$ cat config.mk
export PLATFORM = sky130hd
export DESIGN_NAME = framed_result_receiver
export DESIGN_NICKNAME = d
export VERILOG_FILES = /design/src/rtl/core/frr_pkg.sv /design/src/rtl/core/framed_result_receiver.sv
export SDC_FILE = /design/constraint.sdc
export NUM_CORES = 1
export LEC_CHECK = 0
export BUFFER_PORTS_ARGS = -buffer_cell sky130_fd_sc_hd__buf_2
export CORE_UTILIZATION = 30
export CTS_CLUSTER_DIAMETER = 150
export DETAILED_ROUTE_END_ITERATION = 12
export PLACE_DENSITY = 0.49
export SLEW_MARGIN = 15
export SYNTH_ARGS = -nofsm -noshare
export SYNTH_HDL_FRONTEND = slang
export SYNTH_SLANG_ARGS = --single-unit
export TNS_END_PERCENT = 30
$ cat constraint.sdc
create_clock -name clk -period 4.38 [get_ports clk]
set_input_delay 0.657 -clock clk [delete_from_list [all_inputs] [get_ports clk]]
set_output_delay 0.657 -clock clk [all_outputs]
set_load 0.05 [all_outputs]
$ cat src/rtl/core/frr_pkg.sv
// Shared types and constants for the framed result receiver.
package frr_pkg;

	typedef enum logic [2:0] {
		KIND_CONSOLE = 3'd0,
		KIND_PAYLOAD = 3'd1,
		KIND_ACK     = 3'd2,
		KIND_DONE    = 3'd3,
		KIND_TIMEOUT = 3'd4
	} kind_t;

	typedef enum logic {
		OP_BYTE = 1'b0,
		OP_TICK = 1'b1
	} op_t;

	typedef enum logic {
		REG_CHUNK_SIZE   = 1'b0,
		REG_BYTE_TIMEOUT = 1'b1
	} reg_index_t;

	localparam logic [7:0] HDR_NORMAL    = 8'h01;
	localparam logic [7:0] HDR_EXCEPTION = 8'h02;
	localparam logic [7:0] ACK_FIRST     = 8'h21;
	localparam logic [7:0] ACK_CHUNK     = 8'h23;

	localparam logic [7:0] CHUNK_SIZE_RST   = 8'd100;
	localparam logic [7:0] BYTE_TIMEOUT_RST = 8'd20;

	// Most results one item can cause
	localparam int unsigned MAX_RES = 3;

	typedef struct packed {
		kind_t      kind;
		logic [7:0] data;
		logic       exc;
		logic       last;
	} result_t;

endpackage

$ cat src/rtl/core/framed_result_receiver.sv
// Framed result receiver: header hunt, length, payload pass-through and acknowledges.
//
// Each accepted item (a received byte or one timer tick) is decoded in the cycle it is
// accepted: the frame state updates at once and the zero to three results it causes are
// written into a four-entry result queue that drives the output stream, one result per
// cycle while m_tready is high. A steady stream of items that each cause a single result
// runs at one item per clock while the output is ready. Input ready is high while at most
// one result is queued; an item causing two or three results (ack plus frame done, payload
// plus chunk ack plus frame done) therefore holds the output for each of its results, and
// the input stalls until the queue has drained back to one entry. Configuration writes
// must only be made while no results are pending.
module framed_result_receiver (
	input  logic        clk,
	input  logic        arst_n,
	input  logic        s_tvalid,
	output logic        s_tready,
	input  logic [7:0]  s_tdata,   // [7:0] rx_byte
	input  logic [0:0]  s_tuser,   // [0] op
	output logic        m_tvalid,
	input  logic        m_tready,
	output logic [15:0] m_tdata,   // [7:0] data, [8] exc, [15:9] zero
	output logic [2:0]  m_tuser,   // [2:0] kind
	output logic        m_tlast,
	input  logic        cfg_we,
	input  logic [0:0]  cfg_index,
	input  logic [7:0]  cfg_data
);

	typedef enum logic [1:0] {
		PH_HUNT     = 2'd0,
		PH_LEN_HIGH = 2'd1,
		PH_LEN_LOW  = 2'd2,
		PH_PAYLOAD  = 2'd3
	} phase_t;

	localparam int unsigned QDEPTH = 4;

	// configuration
	logic [7:0] chunk_size_q;
	logic [7:0] byte_timeout_q;

	// frame state
	phase_t      phase_q,      phase_d;
	logic        exc_q,        exc_d;
	logic [7:0]  len_high_q,   len_high_d;
	logic [15:0] remaining_q,  remaining_d;
	logic [7:0]  chunk_cnt_q,  chunk_cnt_d;
	logic [7:0]  idle_q,       idle_d;

	// result queue
	frr_pkg::result_t queue_q [QDEPTH];
	logic [1:0] wr_ptr_q;
	logic [1:0] rd_ptr_q;
	logic [2:0] count_q;

	frr_pkg::result_t res [frr_pkg::MAX_RES];
	logic [1:0]  nres;
	logic        accept;
	logic        pop;
	logic [8:0]  tick_sum;
	logic [15:0] rem_dec;
	logic [7:0]  cnt_inc;
	logic        chunk_ack;
	logic [7:0]  rx_byte;

	assign rx_byte  = s_tdata;
	assign s_tready = (count_q <= 3'd1);
	assign accept   = s_tvalid && s_tready;
	assign m_tvalid = (count_q != 3'd0);
	assign pop      = m_tvalid && m_tready;

	assign tick_sum  = {1'b0, idle_q} + 9'd1;
	assign rem_dec   = remaining_q - 16'd1;
	assign cnt_inc   = chunk_cnt_q + 8'd1;
	assign chunk_ack = (cnt_inc == chunk_size_q) || (rem_dec == 16'd0);

	always_comb begin
		phase_d     = phase_q;
		exc_d       = exc_q;
		len_high_d  = len_high_q;
		remaining_d = remaining_q;
		chunk_cnt_d = chunk_cnt_q;
		idle_d      = idle_q;
		nres        = 2'd0;
		for (int i = 0; i < frr_pkg::MAX_RES; i++) begin
			res[i] = '{kind: frr_pkg::KIND_CONSOLE, data: 8'h00, exc: exc_q, last: 1'b0};
		end

		if (s_tuser[0] == frr_pkg::OP_TICK) begin
			if (phase_q != PH_HUNT) begin
				if (tick_sum >= {1'b0, byte_timeout_q}) begin
					res[0].kind = frr_pkg::KIND_TIMEOUT;
					nres        = 2'd1;
					phase_d     = PH_HUNT;
					exc_d       = 1'b0;
					len_high_d  = 8'h00;
					remaining_d = 16'h0000;
					chunk_cnt_d = 8'h00;
					idle_d      = 8'h00;
				end else begin
					idle_d = tick_sum[7:0];
				end
			end
		end else begin
			idle_d = 8'h00;
			case (phase_q)
				PH_HUNT: begin
					if (rx_byte == frr_pkg::HDR_NORMAL || rx_byte == frr_pkg::HDR_EXCEPTION) begin
						exc_d   = (rx_byte == frr_pkg::HDR_EXCEPTION);
						phase_d = PH_LEN_HIGH;
					end else begin
						res[0].kind = frr_pkg::KIND_CONSOLE;
						res[0].data = rx_byte;
						res[0].exc  = 1'b0;
						nres        = 2'd1;
					end
				end
				PH_LEN_HIGH: begin
					len_high_d = rx_byte;
					phase_d    = PH_LEN_LOW;
				end
				PH_LEN_LOW: begin
					res[0].kind = frr_pkg::KIND_ACK;
					res[0].data = frr_pkg::ACK_FIRST;
					chunk_cnt_d = 8'h00;
					if ({len_high_q, rx_byte} == 16'h0000) begin
						res[1].kind = frr_pkg::KIND_DONE;
						nres        = 2'd2;
						phase_d     = PH_HUNT;
						exc_d       = 1'b0;
						len_high_d  = 8'h00;
						remaining_d = 16'h0000;
					end else begin
						nres        = 2'd1;
						remaining_d = {len_high_q, rx_byte};
						phase_d     = PH_PAYLOAD;
					end
				end
				PH_PAYLOAD: begin
					res[0].kind = frr_pkg::KIND_PAYLOAD;
					res[0].data = rx_byte;
					remaining_d = rem_dec;
					chunk_cnt_d = cnt_inc;
					nres        = 2'd1;
					if (chunk_ack) begin
						res[1].kind = frr_pkg::KIND_ACK;
						res[1].data = frr_pkg::ACK_CHUNK;
						chunk_cnt_d = 8'h00;
						nres        = 2'd2;
					end
					// final byte always comes with a chunk ack, so done sits in slot 2
					if (rem_dec == 16'd0) begin
						res[2].kind = frr_pkg::KIND_DONE;
						nres        = 2'd3;
						phase_d     = PH_HUNT;
						exc_d       = 1'b0;
						len_high_d  = 8'h00;
						remaining_d = 16'h0000;
						chunk_cnt_d = 8'h00;
					end
				end
				default: begin
					phase_d = PH_HUNT;
				end
			endcase
		end

		case (nres)
			2'd1:    res[0].last = 1'b1;
			2'd2:    res[1].last = 1'b1;
			2'd3:    res[2].last = 1'b1;
			default: ;
		endcase
	end

	always_ff @(posedge clk or negedge arst_n) begin
		if (!arst_n) begin
			chunk_size_q   <= frr_pkg::CHUNK_SIZE_RST;
			byte_timeout_q <= frr_pkg::BYTE_TIMEOUT_RST;
		end else if (cfg_we) begin
			case (cfg_index)
				frr_pkg::REG_CHUNK_SIZE:   chunk_size_q   <= cfg_data;
				frr_pkg::REG_BYTE_TIMEOUT: byte_timeout_q <= cfg_data;
				default: ;
			endcase
		end
	end

	always_ff @(posedge clk or negedge arst_n) begin
		if (!arst_n) begin
			phase_q     <= PH_HUNT;
			exc_q       <= 1'b0;
			len_high_q  <= 8'h00;
			remaining_q <= 16'h0000;
			chunk_cnt_q <= 8'h00;
			idle_q      <= 8'h00;
		end else if (accept) begin
			phase_q     <= phase_d;
			exc_q       <= exc_d;
			len_high_q  <= len_high_d;
			remaining_q <= remaining_d;
			chunk_cnt_q <= chunk_cnt_d;
			idle_q      <= idle_d;
		end
	end

	always_ff @(posedge clk or negedge arst_n) begin
		if (!arst_n) begin
			wr_ptr_q <= 2'd0;
			rd_ptr_q <= 2'd0;
			count_q  <= 3'd0;
		end else begin
			if (accept) begin
				wr_ptr_q <= wr_ptr_q + nres;
			end
			if (pop) begin
				rd_ptr_q <= rd_ptr_q + 2'd1;
			end
			count_q <= count_q + (accept ? {1'b0, nres} : 3'd0) - {2'b00, pop};
		end
	end

	// queue payload, no reset
	always_ff @(posedge clk) begin
		if (accept) begin
			for (int i = 0; i < frr_pkg::MAX_RES; i++) begin
				if (2'(i) < nres) begin
					queue_q[wr_ptr_q + 2'(i)] <= res[i];
				end
			end
		end
	end

	assign m_tdata = {7'b0000000, queue_q[rd_ptr_q].exc, queue_q[rd_ptr_q].data};
	assign m_tuser = queue_q[rd_ptr_q].kind;
	assign m_tlast = queue_q[rd_ptr_q].last;

	a_queue_bound: assert property (@(posedge clk) disable iff (!arst_n)
		count_q <= 3'(QDEPTH))
		else $error("result queue overflow");

	a_accept_room: assert property (@(posedge clk) disable iff (!arst_n)
		accept |-> count_q <= 3'd1)
		else $error("item accepted without room for its results");

	a_hunt_clean: assert property (@(posedge clk) disable iff (!arst_n)
		phase_q == PH_HUNT |-> (!exc_q && idle_q == 8'h00))
		else $error("stale frame state while hunting");

	a_payload_nonzero: assert property (@(posedge clk) disable iff (!arst_n)
		phase_q == PH_PAYLOAD |-> remaining_q != 16'h0000)
		else $error("payload phase with nothing remaining");

	a_multi_stalls: assert property (@(posedge clk) disable iff (!arst_n)
		(accept && nres == 2'd3) |=> !s_tready)
		else $error("input not held off after a three-result item");

endmodule
==> flow_metrics.tcl <==
set metrics [dict create \
    synthSimpleGateAreaFrac_pct 18.52 \
    ys_seq_area_share_pct 40.11 \
    ant_nets 0 \
    initial_core_util_pct 30.46 \
    crit_fanout 13 \
    synthMuxAreaShare_pct 10.85 \
    powerDensity_nw_per_um2 599.2 \
    hold_violations 0 \
    synthArstFlopShare_pct 55.93 \
    synth_cells 753 \
    fin_crit_ns 4.035 \
    synth_compound_area_share_pct 17.13 \
    drtIter0Drc 580 \
    cts_made_buffers 17 \
    synth_top_family_by_area "simple AND/OR/NAND/NOR gates" \
    avgViaCountPerCell 5.160 \
    synthTopCellsByArea "dfrtp_1, dfxtp_1, edfxtp_1" \
    die-width_um 156.1 \
    grt_max_degree 67 \
    power.total_uw 4967 \
    crit_type "reg2reg" \
    diodes 0 \
    netlist_area_um2 7128 \
    cts-root-buf "clkbuf_16" \
    worst_pin_slew_ns 0.9442 \
    grt_first_pass_wirelength_mm 31.35 \
    timing.rr.end "count_q[2]" \
    layout-drive-gt1-share_pct 18.71 \
    postLayoutCellArea_um2 8289 \
    rr_startpoint "remaining_q[0]" \
    die_y_um 156.1 \
    peakVddDrop_uv 303.5 \
    syn_to_final_growth_pct 16.29 \
    ys_top_cells_by_count "nand2_1, nor2_1, dfrtp_1" \
    overflow 0 \
    synthDominantCellAreaShare_pct 21.41 \
    cp-start-kind "flip-flop" \
    worst_clock_skew_ns 0.01641 \
    io_pins 45 \
    synth_edf_count 16 \
    synth.distinct_cells 83 \
    routedWlPerCell_um 17.37 \
    r2r_cells 15 \
    power_leakage_uw 0.003576 \
    grt_pass1_vias 5730 \
    postCtsSetupRepairBufs 0 \
    worstSetupEndpoint "count_q[2]" \
    via_count 5810 \
    grt_setup_unrepaired "false" \
    fin_tns_setup_ns 0 \
    clk_latency_ns 0.42 \
    slew_headroom_pct 36.48 \
    clock_sinks 118 \
    period_share_pct 92.12 \
    placed_cell_area_um2 7682 \
    finalMaxSlewViolations 0 \
    worstPathRequired_ns 4.68 \
    max_freq_mhz 247.8 \
    firstDrtPassIters 5 \
    rows 56 \
    htreeDepth 4 \
    critPathCaptureType "flip-flop" \
    track_usage_pct 16.80 \
    cts_tree "yes" \
    worstHoldPathType "in2async" \
    clk_path_buf_depth 2 \
    drc_errors 0 \
    status "finished clean" \
    clkTransAtPathRegs_ns 0.06 \
    port_buffers 37 \
    gp_congestion 0.8505 \
    yosysWarnings 0 \
    wl_mm 19.56 \
    drv_cap 0 \
    synth.avg_cell_area_um2 9.466 \
    synthXorXnorAreaFrac_pct 3.756 \
    finalNetCount 840 \
    grt_antenna_before_repair 1 \
    synth-seq-cells 118 \
    cp.arrival_ns 4.33 \
    synth-main-ff-cell "dfrtp_1" \
    r2r_slack_ns 0.35 \
    synthAdderAreaFrac_pct 4.143 \
    critPathLaunch "remaining_q[0]" \
    yosysTopAreaCell "dfrtp_1" \
    coreArea_um2 23400 \
    setup_viol 0 \
    die_area_um2 24380 \
    synth.most_common_cell "nand2_1" \
    hpwl_mm 14.01 \
    hold_slack_ns 0.3223 \
]
-- flip-flops by register name, summed over array words and instances, names as in the netlist, 3 cells and up --
register	cells
queue_q	52
remaining_q	16
byte_timeout_q	8
chunk_cnt_q	8
chunk_size_q	8
idle_q	8
len_high_q	8
count_q	3
-- layout make-up --
cell class / count / area [µm²]
multi-input combinational: 560 / 3921
tap: 319 / 399.1
inverter: 32 / 122.6
sequential: 118 / 2859
timing repair buffer: 65 / 397.9
fill: 2445 / 15110
clock buffer: 27 / 556.8
clock inverter: 5 / 32.53
-- routing by layer --
metal / global-route usage [%] / vias up / routed length, µm
met1: 22.20 / 2753 / 8907
li1: - / 2811 / -
met2: 26.53 / 204 / 9014
met4: 6.723 / 2 / 592
met5: 0 / - / 10
met3: 3.722 / 40 / 1036
-- placed cells by master, fill, tap and decap left out, drive strengths merged, types with 18 or more instances in the layout --
cell type,Yosys,routed
a21oi,34,34
buf,25,65
clkbuf,24,27
dfrtp,61,61
dfxtp,36,36
ha,22,22
inv,31,31
mux2i,30,30
nand2,79,79
nand3,22,22
nor2,68,68
nor3,18,18
o21ai,59,59
xnor2,19,19
-- metrics by stage --
step / utilization [%] / setup WS, ns / std cells
3_3_place_gp: 32.83 / 0.4610 / 1094
5_1_grt: 35.42 / 0.07322 / 1126
4_1_cts: 35.35 / 0.3409 / 1126
2_1_floorplan: - / 0.4470 / 759
3_5_place_dp: 32.83 / 0.3712 / 1094
6_report: 35.42 / 0.3452 / 1126
-- worst max-delay path: stages (launching register included) --
cell,delay [ns]
dfrtp_1,0.44
nor2_1,0.56
nand3_1,0.24
o31ai_2,0.34
nand4_1,0.12
or4_1,0.48
a41o_1,0.32
inv_4,0.16
nand2_1,0.08
ha_1,0.29
inv_1,0.05
ha_1,0.12
inv_1,0.04
fa_1,0.37
xor2_1,0.17
xnor2_1,0.12
-- kinds of logic after synthesis --
logic type	count (synthesis)
flops	118
mux	59
compound gates	180
buf+inv	81
simple gates	262
fa+ha+maj	23
other cells	1
xor+xnor	29
-- where the power goes --
part	internal [µW]	total [µW]	leakage [µW]	switching (µW)
Clock	870	1380	0.000293	507
Sequential	1380	1720	0.00130	340
Combinational	703	1870	0.00198	1160
Total	2960	4970	0.00358	2010
-- repair_timing --
item                       in CTS  in global routing
resized for setup               0                  2
setup endpoints to repair       0                  1
hold buffers                    0                  0
-- how the worst min path moves through the flow --
stage	startpoint	to	slack, ns	depth (start not counted)
after floorplan	arst_n	byte_timeout_q[0]	0.36	0
after global placement	queue_q[1][7]	queue_q[1][7]	0.45	1
after detailed placement	queue_q[1][7]	queue_q[1][7]	0.45	1
after CTS	arst_n	chunk_size_q[1]	0.39	1
after global routing	arst_n	chunk_size_q[1]	0.44	1
final	arst_n	chunk_size_q[3]	0.32	1
(Power assumes the default switching activity.)
